**config.mk**
```make
export PLATFORM = sky130hd
export DESIGN_NAME = joint_target_smoother
export DESIGN_NICKNAME = d
export VERILOG_FILES = /design/src/design/jts_pkg.sv /design/src/design/jts_datapath.sv /design/src/design/jts_ctrl.sv /design/src/design/joint_target_smoother.sv
export SDC_FILE = /design/constraint.sdc
export NUM_CORES = 2
export LEC_CHECK = 0
export BUFFER_PORTS_ARGS = -buffer_cell sky130_fd_sc_hd__buf_2
export CORE_UTILIZATION = 50
export DETAILED_ROUTE_END_ITERATION = 7
export PLACE_DENSITY = 0.73
export SYNTH_ARGS = -nofsm -noshare
export SYNTH_HDL_FRONTEND = slang
export SYNTH_SLANG_ARGS = --single-unit
```
**constraint.sdc**
```tcl
create_clock -name clk -period 9.4 [get_ports clk]
set_input_delay 0.47 -clock clk [delete_from_list [all_inputs] [get_ports clk]]
set_output_delay 0.47 -clock clk [all_outputs]
set_load 0.01 [all_outputs]
```
**src/design/jts_pkg.sv**
```systemverilog
// Shared types and constants for the joint target smoother.
// Holds field widths, beat layouts, controller states and datapath commands.
package jts_pkg;

  localparam int JOINTS     = 7;
  localparam int FRAC_BITS  = 16;
  localparam int POS_BITS   = 20;
  localparam int COEF_BITS  = FRAC_BITS + 1;
  localparam int JIDX_BITS  = (JOINTS > 1) ? $clog2(JOINTS) : 1;

  localparam int KIND_BITS  = 2;
  localparam int SEL_BITS   = 3;
  localparam int COUNT_BITS = 4;
  localparam int STAT_BITS  = 3;
  localparam int CFG_IDX_BITS = 2;

  // Input beat: joint_select, mode flag, value_count, then one position per joint.
  localparam int IN_MODE_LSB   = SEL_BITS;
  localparam int IN_COUNT_LSB  = IN_MODE_LSB + 1;
  localparam int IN_VAL_LSB    = IN_COUNT_LSB + COUNT_BITS;
  localparam int IN_FIELD_BITS = IN_VAL_LSB + JOINTS * POS_BITS;
  localparam int IN_TDATA_BITS = ((IN_FIELD_BITS + 7) / 8) * 8;

  localparam int OUT_FIELD_BITS = JOINTS * POS_BITS;
  localparam int OUT_TDATA_BITS = ((OUT_FIELD_BITS + 7) / 8) * 8;

  // Shared multiplier: coefficient operand times a difference or the filter scale.
  localparam int MUL_A_BITS    = COEF_BITS + 1;
  localparam int MUL_B_BITS    = POS_BITS + 2;
  localparam int PROD_BITS     = MUL_A_BITS + MUL_B_BITS;
  localparam int COEF_SUM_BITS = COEF_BITS + 2;

  localparam logic [COEF_BITS-1:0] COEF_ONE          = COEF_BITS'(1 << FRAC_BITS);
  localparam logic [COEF_BITS-1:0] FILTER_TARGET_RST = COEF_BITS'(6554);
  localparam logic [COEF_BITS-1:0] FILTER_SCALE_RST  = COEF_BITS'(1 << FRAC_BITS);
  localparam logic [COEF_BITS-1:0] CHANGE_RATE_RST   = COEF_BITS'(6554);

  localparam logic [CFG_IDX_BITS-1:0] CFG_FILTER_TARGET = CFG_IDX_BITS'(0);
  localparam logic [CFG_IDX_BITS-1:0] CFG_FILTER_SCALE  = CFG_IDX_BITS'(1);
  localparam logic [CFG_IDX_BITS-1:0] CFG_CHANGE_RATE   = CFG_IDX_BITS'(2);

  typedef logic signed [POS_BITS-1:0] pos_t;

  typedef enum logic [KIND_BITS-1:0] {
    KIND_START,
    KIND_TICK,
    KIND_CMD,
    KIND_LIMIT
  } kind_t;

  typedef enum logic [STAT_BITS-1:0] {
    STAT_DONE,
    STAT_ACCEPTED,
    STAT_BAD_COUNT,
    STAT_BEYOND,
    STAT_IGNORED
  } stat_t;

  typedef enum logic [3:0] {
    ST_IDLE,
    ST_DECODE,
    ST_START,
    ST_TICK,
    ST_F_SET,
    ST_J_DIFF,
    ST_J_MUL,
    ST_J_UPD,
    ST_C_DIFF,
    ST_C_MUL,
    ST_C_UPD,
    ST_CMD,
    ST_LIMIT,
    ST_EMIT
  } state_t;

  typedef enum logic [3:0] {
    OP_NOP,
    OP_CAPTURE,
    OP_START,
    OP_TICK,
    OP_F_SET,
    OP_J_DIFF,
    OP_J_MUL,
    OP_J_UPD,
    OP_C_DIFF,
    OP_C_MUL,
    OP_C_UPD,
    OP_CMD,
    OP_LIMIT,
    OP_EMIT
  } dp_op_t;

  typedef struct packed {
    dp_op_t                op;
    logic [JIDX_BITS-1:0]  jnt;
  } dp_cmd_t;

  typedef struct packed {
    kind_t kind;
  } dp_sts_t;

endpackage

```
**src/design/jts_datapath.sv**
```systemverilog
// Datapath of the joint target smoother: joint stores, limit table, config
// registers, shared multiplier with rounding, and the output beat register.
// Depends on jts_pkg; driven by commands from jts_ctrl.
module jts_datapath import jts_pkg::*; (
  input  logic                        clk,
  input  logic                        rst,
  input  dp_cmd_t                     cmd,
  output dp_sts_t                     sts,
  input  logic [IN_TDATA_BITS-1:0]    s_tdata,
  input  logic [KIND_BITS-1:0]        s_tuser,
  input  logic                        cfg_we,
  input  logic [CFG_IDX_BITS-1:0]     cfg_index,
  input  logic [COEF_BITS-1:0]        cfg_data,
  output logic [OUT_TDATA_BITS-1:0]   m_tdata,
  output logic [STAT_BITS-1:0]        m_tuser
);

  function automatic logic [COEF_BITS-1:0] sat_coef(input logic [COEF_BITS-1:0] v);
    return (v > COEF_ONE) ? COEF_ONE : v;
  endfunction

  logic [COEF_BITS-1:0] filter_target;
  logic [COEF_BITS-1:0] filter_scale;
  logic [COEF_BITS-1:0] change_rate;
  logic [COEF_BITS-1:0] coef_state;

  pos_t command_pos  [JOINTS];
  pos_t target_pos   [JOINTS];
  pos_t measured_pos [JOINTS];
  pos_t lower_limits [JOINTS];
  pos_t upper_limits [JOINTS];

  kind_t                 in_kind;
  logic [SEL_BITS-1:0]   in_sel;
  logic                  in_pmode;
  logic [COUNT_BITS-1:0] in_count;
  pos_t                  in_val [JOINTS];

  logic        [COEF_BITS-1:0]  f_r;
  logic signed [MUL_B_BITS-1:0] diff_r;
  logic signed [PROD_BITS-1:0]  prod;
  stat_t                        status_r;
  pos_t                         res_cmd [JOINTS];
  stat_t                        out_status;
  pos_t                         out_cmd [JOINTS];

  logic signed [MUL_A_BITS-1:0]    mul_a;
  logic signed [MUL_B_BITS-1:0]    mul_b;
  logic signed [PROD_BITS-1:0]     rnd_sum;
  logic signed [PROD_BITS-1:0]     rnd_val;
  logic signed [COEF_SUM_BITS-1:0] coef_sum;
  logic        [COEF_BITS-1:0]     coef_next;
  logic        [JOINTS-1:0]        beyond;
  stat_t                           cmd_status;

  localparam logic signed [PROD_BITS-1:0] RND_HALF = PROD_BITS'(1 << (FRAC_BITS - 1));
  localparam pos_t POS_MAX = {1'b0, {(POS_BITS-1){1'b1}}};
  localparam pos_t POS_MIN = {1'b1, {(POS_BITS-1){1'b0}}};

  assign sts.kind = in_kind;

  // Operand select for the one multiplier.
  always_comb begin
    unique case (cmd.op)
      OP_TICK: begin
        mul_a = MUL_A_BITS'(coef_state);
        mul_b = MUL_B_BITS'(filter_scale);
      end
      OP_C_MUL: begin
        mul_a = MUL_A_BITS'(change_rate);
        mul_b = diff_r;
      end
      default: begin
        mul_a = MUL_A_BITS'(f_r);
        mul_b = diff_r;
      end
    endcase
  end

  // Round to nearest, ties toward plus infinity.
  always_comb begin
    rnd_sum  = prod + RND_HALF;
    rnd_val  = rnd_sum >>> FRAC_BITS;
    coef_sum = COEF_SUM_BITS'(coef_state) + rnd_val[COEF_SUM_BITS-1:0];
    if (coef_sum < 0) begin
      coef_next = '0;
    end else if (coef_sum > COEF_SUM_BITS'(COEF_ONE)) begin
      coef_next = COEF_ONE;
    end else begin
      coef_next = coef_sum[COEF_BITS-1:0];
    end
  end

  always_comb begin
    for (int j = 0; j < JOINTS; j++) begin
      beyond[j] = (in_val[j] < lower_limits[j]) || (in_val[j] > upper_limits[j]);
    end
    priority if (!in_pmode) begin
      cmd_status = STAT_IGNORED;
    end else if (in_count != COUNT_BITS'(JOINTS)) begin
      cmd_status = STAT_BAD_COUNT;
    end else if (|beyond) begin
      cmd_status = STAT_BEYOND;
    end else begin
      cmd_status = STAT_ACCEPTED;
    end
  end

  always_ff @(posedge clk) begin
    if (rst) begin
      filter_target <= FILTER_TARGET_RST;
      filter_scale  <= FILTER_SCALE_RST;
      change_rate   <= CHANGE_RATE_RST;
    end else if (cfg_we) begin
      unique case (cfg_index)
        CFG_FILTER_TARGET: filter_target <= sat_coef(cfg_data);
        CFG_FILTER_SCALE:  filter_scale  <= sat_coef(cfg_data);
        CFG_CHANGE_RATE:   change_rate   <= sat_coef(cfg_data);
        default: ;
      endcase
    end
  end

  always_ff @(posedge clk) begin
    if (rst) begin
      coef_state <= '0;
      for (int j = 0; j < JOINTS; j++) begin
        command_pos[j]  <= '0;
        target_pos[j]   <= '0;
        measured_pos[j] <= '0;
        lower_limits[j] <= POS_MIN;
        upper_limits[j] <= POS_MAX;
      end
    end else begin
      unique case (cmd.op)
        OP_START: begin
          for (int j = 0; j < JOINTS; j++) begin
            command_pos[j]  <= in_val[j];
            target_pos[j]   <= in_val[j];
            measured_pos[j] <= in_val[j];
          end
        end
        OP_TICK: begin
          for (int j = 0; j < JOINTS; j++) begin
            measured_pos[j] <= in_val[j];
          end
        end
        OP_J_UPD: begin
          command_pos[cmd.jnt] <= command_pos[cmd.jnt] + rnd_val[POS_BITS-1:0];
        end
        OP_C_UPD: coef_state <= coef_next;
        OP_CMD: begin
          if (cmd_status == STAT_ACCEPTED) begin
            for (int j = 0; j < JOINTS; j++) begin
              target_pos[j] <= in_val[j];
            end
          end else if (cmd_status == STAT_BAD_COUNT || cmd_status == STAT_BEYOND) begin
            // fall back to the last measured positions
            for (int j = 0; j < JOINTS; j++) begin
              command_pos[j] <= measured_pos[j];
              target_pos[j]  <= measured_pos[j];
            end
          end
        end
        OP_LIMIT: begin
          if (int'(in_sel) < JOINTS) begin
            lower_limits[in_sel[JIDX_BITS-1:0]] <= in_val[0];
            upper_limits[in_sel[JIDX_BITS-1:0]] <= in_val[1];
          end
        end
        default: ;
      endcase
    end
  end

  always_ff @(posedge clk) begin
    unique case (cmd.op)
      OP_CAPTURE: begin
        in_kind  <= kind_t'(s_tuser);
        in_sel   <= s_tdata[SEL_BITS-1:0];
        in_pmode <= s_tdata[IN_MODE_LSB];
        in_count <= s_tdata[IN_COUNT_LSB +: COUNT_BITS];
        for (int j = 0; j < JOINTS; j++) begin
          in_val[j]  <= s_tdata[IN_VAL_LSB + j*POS_BITS +: POS_BITS];
          res_cmd[j] <= '0;
        end
        status_r <= STAT_DONE;
      end
      OP_TICK: begin
        // report the commands as they stand before this tick moves them
        for (int j = 0; j < JOINTS; j++) begin
          res_cmd[j] <= command_pos[j];
        end
        prod <= mul_a * mul_b;
      end
      OP_F_SET:  f_r <= prod[FRAC_BITS +: COEF_BITS];
      OP_J_DIFF: diff_r <= MUL_B_BITS'(target_pos[cmd.jnt]) - MUL_B_BITS'(command_pos[cmd.jnt]);
      OP_J_MUL:  prod <= mul_a * mul_b;
      OP_C_DIFF: diff_r <= MUL_B_BITS'(filter_target) - MUL_B_BITS'(coef_state);
      OP_C_MUL:  prod <= mul_a * mul_b;
      OP_CMD:    status_r <= cmd_status;
      OP_EMIT: begin
        out_status <= status_r;
        for (int j = 0; j < JOINTS; j++) begin
          out_cmd[j] <= res_cmd[j];
        end
      end
      default: ;
    endcase
  end

  always_comb begin
    m_tdata = '0;
    for (int j = 0; j < JOINTS; j++) begin
      m_tdata[j*POS_BITS +: POS_BITS] = out_cmd[j];
    end
  end

  assign m_tuser = out_status;

endmodule

```
**src/design/jts_ctrl.sv**
```systemverilog
// Controller of the joint target smoother (jts_pkg): sequences each item
// through the datapath one step a cycle unless held; owns both handshakes.
module jts_ctrl import jts_pkg::*; (
  input  logic    clk,
  input  logic    rst,
  input  logic    s_tvalid,
  output logic    s_tready,
  output logic    m_tvalid,
  input  logic    m_tready,
  input  dp_sts_t sts,
  output dp_cmd_t cmd
);

  state_t               state;
  state_t               state_next;
  logic [JIDX_BITS-1:0] jnt;
  logic                 jnt_last;
  logic                 emit_go;

  assign jnt_last = (jnt == JIDX_BITS'(JOINTS - 1));
  // The output register is free, or its beat leaves this cycle.
  assign emit_go  = (state == ST_EMIT) && (!m_tvalid || m_tready);
  assign s_tready = (state == ST_IDLE);

  always_comb begin
    state_next = state;
    unique case (state)
      ST_IDLE:   if (s_tvalid) state_next = ST_DECODE;
      ST_DECODE: begin
        unique case (sts.kind)
          KIND_START: state_next = ST_START;
          KIND_TICK:  state_next = ST_TICK;
          KIND_CMD:   state_next = ST_CMD;
          KIND_LIMIT: state_next = ST_LIMIT;
          default:    state_next = ST_EMIT;
        endcase
      end
      ST_START:  state_next = ST_EMIT;
      ST_TICK:   state_next = ST_F_SET;
      ST_F_SET:  state_next = ST_J_DIFF;
      ST_J_DIFF: state_next = ST_J_MUL;
      ST_J_MUL:  state_next = ST_J_UPD;
      ST_J_UPD:  state_next = jnt_last ? ST_C_DIFF : ST_J_DIFF;
      ST_C_DIFF: state_next = ST_C_MUL;
      ST_C_MUL:  state_next = ST_C_UPD;
      ST_C_UPD:  state_next = ST_EMIT;
      ST_CMD:    state_next = ST_EMIT;
      ST_LIMIT:  state_next = ST_EMIT;
      ST_EMIT:   if (emit_go) state_next = ST_IDLE;
      default:   state_next = ST_IDLE;
    endcase
  end

  always_comb begin
    cmd.jnt = jnt;
    unique case (state)
      ST_IDLE:   cmd.op = s_tvalid ? OP_CAPTURE : OP_NOP;
      ST_START:  cmd.op = OP_START;
      ST_TICK:   cmd.op = OP_TICK;
      ST_F_SET:  cmd.op = OP_F_SET;
      ST_J_DIFF: cmd.op = OP_J_DIFF;
      ST_J_MUL:  cmd.op = OP_J_MUL;
      ST_J_UPD:  cmd.op = OP_J_UPD;
      ST_C_DIFF: cmd.op = OP_C_DIFF;
      ST_C_MUL:  cmd.op = OP_C_MUL;
      ST_C_UPD:  cmd.op = OP_C_UPD;
      ST_CMD:    cmd.op = OP_CMD;
      ST_LIMIT:  cmd.op = OP_LIMIT;
      ST_EMIT:   cmd.op = emit_go ? OP_EMIT : OP_NOP;
      default:   cmd.op = OP_NOP;
    endcase
  end

  always_ff @(posedge clk) begin
    if (rst) begin
      state    <= ST_IDLE;
      jnt      <= '0;
      m_tvalid <= 1'b0;
    end else begin
      state <= state_next;
      if (state == ST_J_UPD) begin
        jnt <= jnt_last ? '0 : jnt + 1'b1;
      end
      if (emit_go) begin
        m_tvalid <= 1'b1;
      end else if (m_tready) begin
        m_tvalid <= 1'b0;
      end
    end
  end

`ifndef ASSERT_OFF
  a_accept_decodes: assert property (@(posedge clk) disable iff (rst)
    (s_tvalid && s_tready) |=> (state == ST_DECODE))
    else $error("accepted beat not decoded next cycle");

  a_joint_sweep_ends: assert property (@(posedge clk) disable iff (rst)
    (state == ST_J_UPD && jnt_last) |=> (state == ST_C_DIFF && jnt == '0))
    else $error("joint sweep did not finish cleanly");

  a_emit_shows: assert property (@(posedge clk) disable iff (rst)
    emit_go |=> (m_tvalid && state == ST_IDLE))
    else $error("emitted result not presented");
`endif

endmodule

```
**src/design/joint_target_smoother.sv**
```systemverilog
// Seven-joint position command smoother with a first-order command filter.
// Tick item: the single shared multiplier steps through a filter step, then
// a difference, multiply and update step for each of the seven joints, then
// the coefficient update; other items one action step. Items do not overlap.
// Synchronous active-high rst clears stores to zero, limits to full range,
// and config to defaults; no clearing pass.
module joint_target_smoother import jts_pkg::*; (
  input  logic                      clk,
  input  logic                      rst,
  input  logic                      s_tvalid,
  output logic                      s_tready,
  // joint_select, mode flag, value_count, val0..val6, zero pad
  input  logic [IN_TDATA_BITS-1:0]  s_tdata,
  // kind
  input  logic [KIND_BITS-1:0]      s_tuser,
  output logic                      m_tvalid,
  input  logic                      m_tready,
  // cmd0..cmd6, zero pad
  output logic [OUT_TDATA_BITS-1:0] m_tdata,
  // status
  output logic [STAT_BITS-1:0]      m_tuser,
  input  logic                      cfg_we,
  input  logic [CFG_IDX_BITS-1:0]   cfg_index,
  input  logic [COEF_BITS-1:0]      cfg_data
);

  dp_cmd_t cmd;
  dp_sts_t sts;

  jts_ctrl u_ctrl (
    .clk      (clk),
    .rst      (rst),
    .s_tvalid (s_tvalid),
    .s_tready (s_tready),
    .m_tvalid (m_tvalid),
    .m_tready (m_tready),
    .sts      (sts),
    .cmd      (cmd)
  );

  jts_datapath u_datapath (
    .clk       (clk),
    .rst       (rst),
    .cmd       (cmd),
    .sts       (sts),
    .s_tdata   (s_tdata),
    .s_tuser   (s_tuser),
    .cfg_we    (cfg_we),
    .cfg_index (cfg_index),
    .cfg_data  (cfg_data),
    .m_tdata   (m_tdata),
    .m_tuser   (m_tuser)
  );

endmodule
```
==> results by group <==
Setup path
  – Crit path launch type: flip-flop
  – R2R setup slack: between 0.6 and 0.7 ns
  – CP Capture Type: flip-flop
  – Arrival time worst endpoint: 9.27 ns
  – Max FO, Critical Path: 19
  – Reg2reg end: u_datapath.prod[35]
  – Most frequent CP cell: fa_1
  – Reg-to-reg critical path startpoint: u_ctrl.state[2]
  – Worst path slowest cell: nor4_1
  – Worst Reg2Reg Path Length in Cells: 28
  – CP Class: flip-flop to flip-flop
  – Worst path max stage delay: 0.62 ns
  – Worst EP required: between 9 and 10 ns

Hold path
  – Min-delay worst type: input port to flip-flop
  – Worst hold stages: 2
  – Min-Delay Startpoint: rst
  – Hold Path End: u_datapath.lower_limits[6][11]

STA
  – Setup Skew: 0.0418 ns
  – Final min period: between 8 and 9 ns
  – Relative slew slack: 0.105
  – Fin crit share: 0.931
  – Hold Vio Cnt, Final: 0
  – Worst-margin pin slew: 1.30 ns
  – # setup viols final: 0
  – Final slew viol count: 0
  – RSZ-0062 raised after global routing: no
  – Setup TNS: 0 ns
  – Fmax: 114 MHz

Cells and area
  – Nets@finish: 7660
  – Area of the multi-input gates: 31300 um^2
  – Register area: 37700 um^2
  – Most frequent cells in the layout: 1175 x edfxtp_1, 800 x inv_1, 608 x nand2_1
  – Most common cell after layout, fill and taps aside: edfxtp_1
  – Synth-to-Final Area Change: 13.7%
  – # fillers: 11700
  – Layout cell share with drive strength beyond 1: 0.117

Drt
  – Drt initial violations: 6874
  – Vias per cell: between 6 and 7
  – Final ANT Viol Nets: 0
  – WL/cell: 27.4 um
  – DRT Pass-1 Iters: 8
  – DRC: 38
  – Total number of vias: 52500
  – Total wire length: 239 mm

Die
  – Row count: 139
  – Die area: 147000 um^2
  – Starting density of the core: 0.506
  – Num ports: between 300 and 400
  – Chip Width: 384 um
  – Core Footprint: around 140000 um^2
  – Height of the chip: between 300 and 400 um

Clocking
  – Post_cts resized: 0
  – Num CTS Buffers: ~130
  – Hold-fix buffers at CTS: 150
  – Postcts setup bufs: 0
  – TritonCTS clock tree: built
  – CTS max path bufs: 3
  – Clock tree sinks: 1294
  – CTS root buf: clkbuf_16
  – Clock Latency Late Sink: 0.79 ns
  – CTS HTree Levels: 4
  – Clk slew on worst S/H paths: 0.06 ns

Run
  – MaxCap Viol Count: 0

Status
  – Failing checks: DRC
  – Status: finished, violations left

Placed design
  – IO buf count: 318
  – RePlAce Congestion: 1.00
  – Detail Placement HPWL: 175 mm

Global routing
  – Largest net degree at the start of global routing: 102
  – GR Util All Layers: 0.323
  – Total gr overflow: 0
  – Initial antenna violation count: 28
  – Global-route wire length before repair: approximately 340 mm
  – Vias in the first global route: 51200

Logic synthesis
  – Syn. warnings: 0
  – Avg Inst Size Synth: 11.7 um^2
  – Number of synthesized flops with an enable pin: 1175
  – Synth cell types: 81
  – Cell area after synthesis: 72800 um^2
  – Synth Register Bits: roughly 1300
  – Seq/Total Area, Yosys: 0.517
  – Mapped Cells: 6228
  – Async SR Flop Fraction: 0
  – Main flop type after synthesis: edfxtp_1
==> worst max path at each step <==
| stage | endpoint | cells after the start | startpoint |
|---|---|---|---|
| final | u_datapath.prod[35] | 28 | u_ctrl.state[2] |
| after global routing | u_datapath.prod[33] | 30 | u_ctrl.state[2] |
| after CTS | u_datapath.prod[33] | 30 | u_ctrl.state[2] |
| after detailed placement | u_datapath.prod[33] | 30 | u_ctrl.state[2] |
| after global placement | u_datapath.prod[35] | 31 | u_ctrl.state[2] |
| after floorplan | u_datapath.res_cmd[0][0] | 4 | u_ctrl.state[3] |
==> cell usage after synthesis (66+ instances only) <==
master / count / area share
edfxtp_1: 1175 / 0.48
inv_1: 801 / 0.041
nand2_1: 610 / 0.031
nor2_1: 459 / 0.024
ha_1: 436 / 0.075
fa_1: 338 / 0.093
a21oi_1: 299 / 0.021
and2_1: 293 / 0.025
clkbuf_1: 202 / 0.010
o21ai_0: 184 / 0.013
dfxtp_1: 119 / 0.033
a22oi_1: 92 / 0.0095
a21o_1: 82 / 0.0085
mux2i_1: 82 / 0.011
o2bb2ai_1: 78 / 0.0094
xnor2_1: 71 / 0.0085
nor3_1: 66 / 0.0045
==> cell type report <==
type / count / area share
clock buffers: 173 / 0.0440
inverters: 801 / 0.0364
well taps: 1903 / 0.0288
diodes: 9 / 0.000272
multi-input cells: 3871 / 0.378
repair buffers: 606 / 0.0500
flip-flops and latches: 1294 / 0.455
clock inverters: 71 / 0.00807
==> registers in the layout, indices dropped and copies added, names as in the netlist, named ones only <==
register and flops:
u_datapath.target_pos 140, u_datapath.in_count 4, u_datapath.diff_r 21, u_datapath.coef_state 17, u_datapath.in_pmode 1, u_datapath.in_val 140
u_datapath.lower_limits 140, u_datapath.in_sel 3, u_datapath.f_r 17, u_datapath.command_pos 160, u_datapath.upper_limits 140, u_ctrl.m_tvalid 1
u_datapath.sts 2, u_datapath.filter_target 17, u_datapath.m_tuser 3, u_datapath.measured_pos 140, u_datapath.prod 21, u_datapath.res_cmd 140
u_datapath.change_rate 17, u_ctrl.state 4, u_datapath.status_r 3, u_datapath.out_cmd 140, u_ctrl.jnt 3, u_datapath.filter_scale 17
==> per-stage QoR <==
stage / setup slack [ns] / instance area, um^2 / utilization / hold slack [ns] / instances
after floorplan: 1.07 / 72800 / - / 0.400 / 6231
after global placement: 0.935 / 77000 / 0.535 / 0.402 / 8325
after detailed placement: 0.774 / 77000 / 0.535 / 0.405 / 8325
after CTS: 0.714 / 82800 / 0.575 / 0.0154 / 8719
after global routing: 0.0799 / 82800 / 0.575 / 0.0388 / 8721
final: 0.652 / 82800 / 0.575 / 0.0520 / 8728
==> cell families after synthesis <==
family / after synthesis / synth area share
AOI/OAI and AO/OA: 1054 / 0.0970
xor gates and xnor gates: 115 / 0.0138
adders and majority gates: 774 / 0.168
buffers and inverters: 1066 / 0.0558
DFF: 1294 / 0.517
muxes: 183 / 0.0362
other: 1 / 0.0000515
and+or+nand+nor: 1741 / 0.112
==> metal layers <==
layer | global-route usage | wire, um | vias up | share of wire
met4 | 0.181 | 15000 | 22 | 0.063
met5 | 0 | 142 | - | 0.00059
met1 | 0.429 | 91200 | 25800 | 0.38
met3 | 0.0931 | 30000 | 707 | 0.13
met2 | 0.476 | 103000 | 3323 | 0.43
li1 | - | - | 22700 | -
==> critical path, delay by kind of cell (launching register included) <==
kind | cells | cell delay, ns
adders and majority gates | 6 | 2.81
buffers and inverters | 6 | 0.89
and+or+nand+nor | 6 | 1.61
AOI/OAI and AO/OA | 9 | 2.50
xor gates and xnor gates | 1 | 0.05
DFF | 1 | 0.58
Power is not shown: default switching activity piles up to over one toggle a cycle in this logic, so the estimate is an artifact.
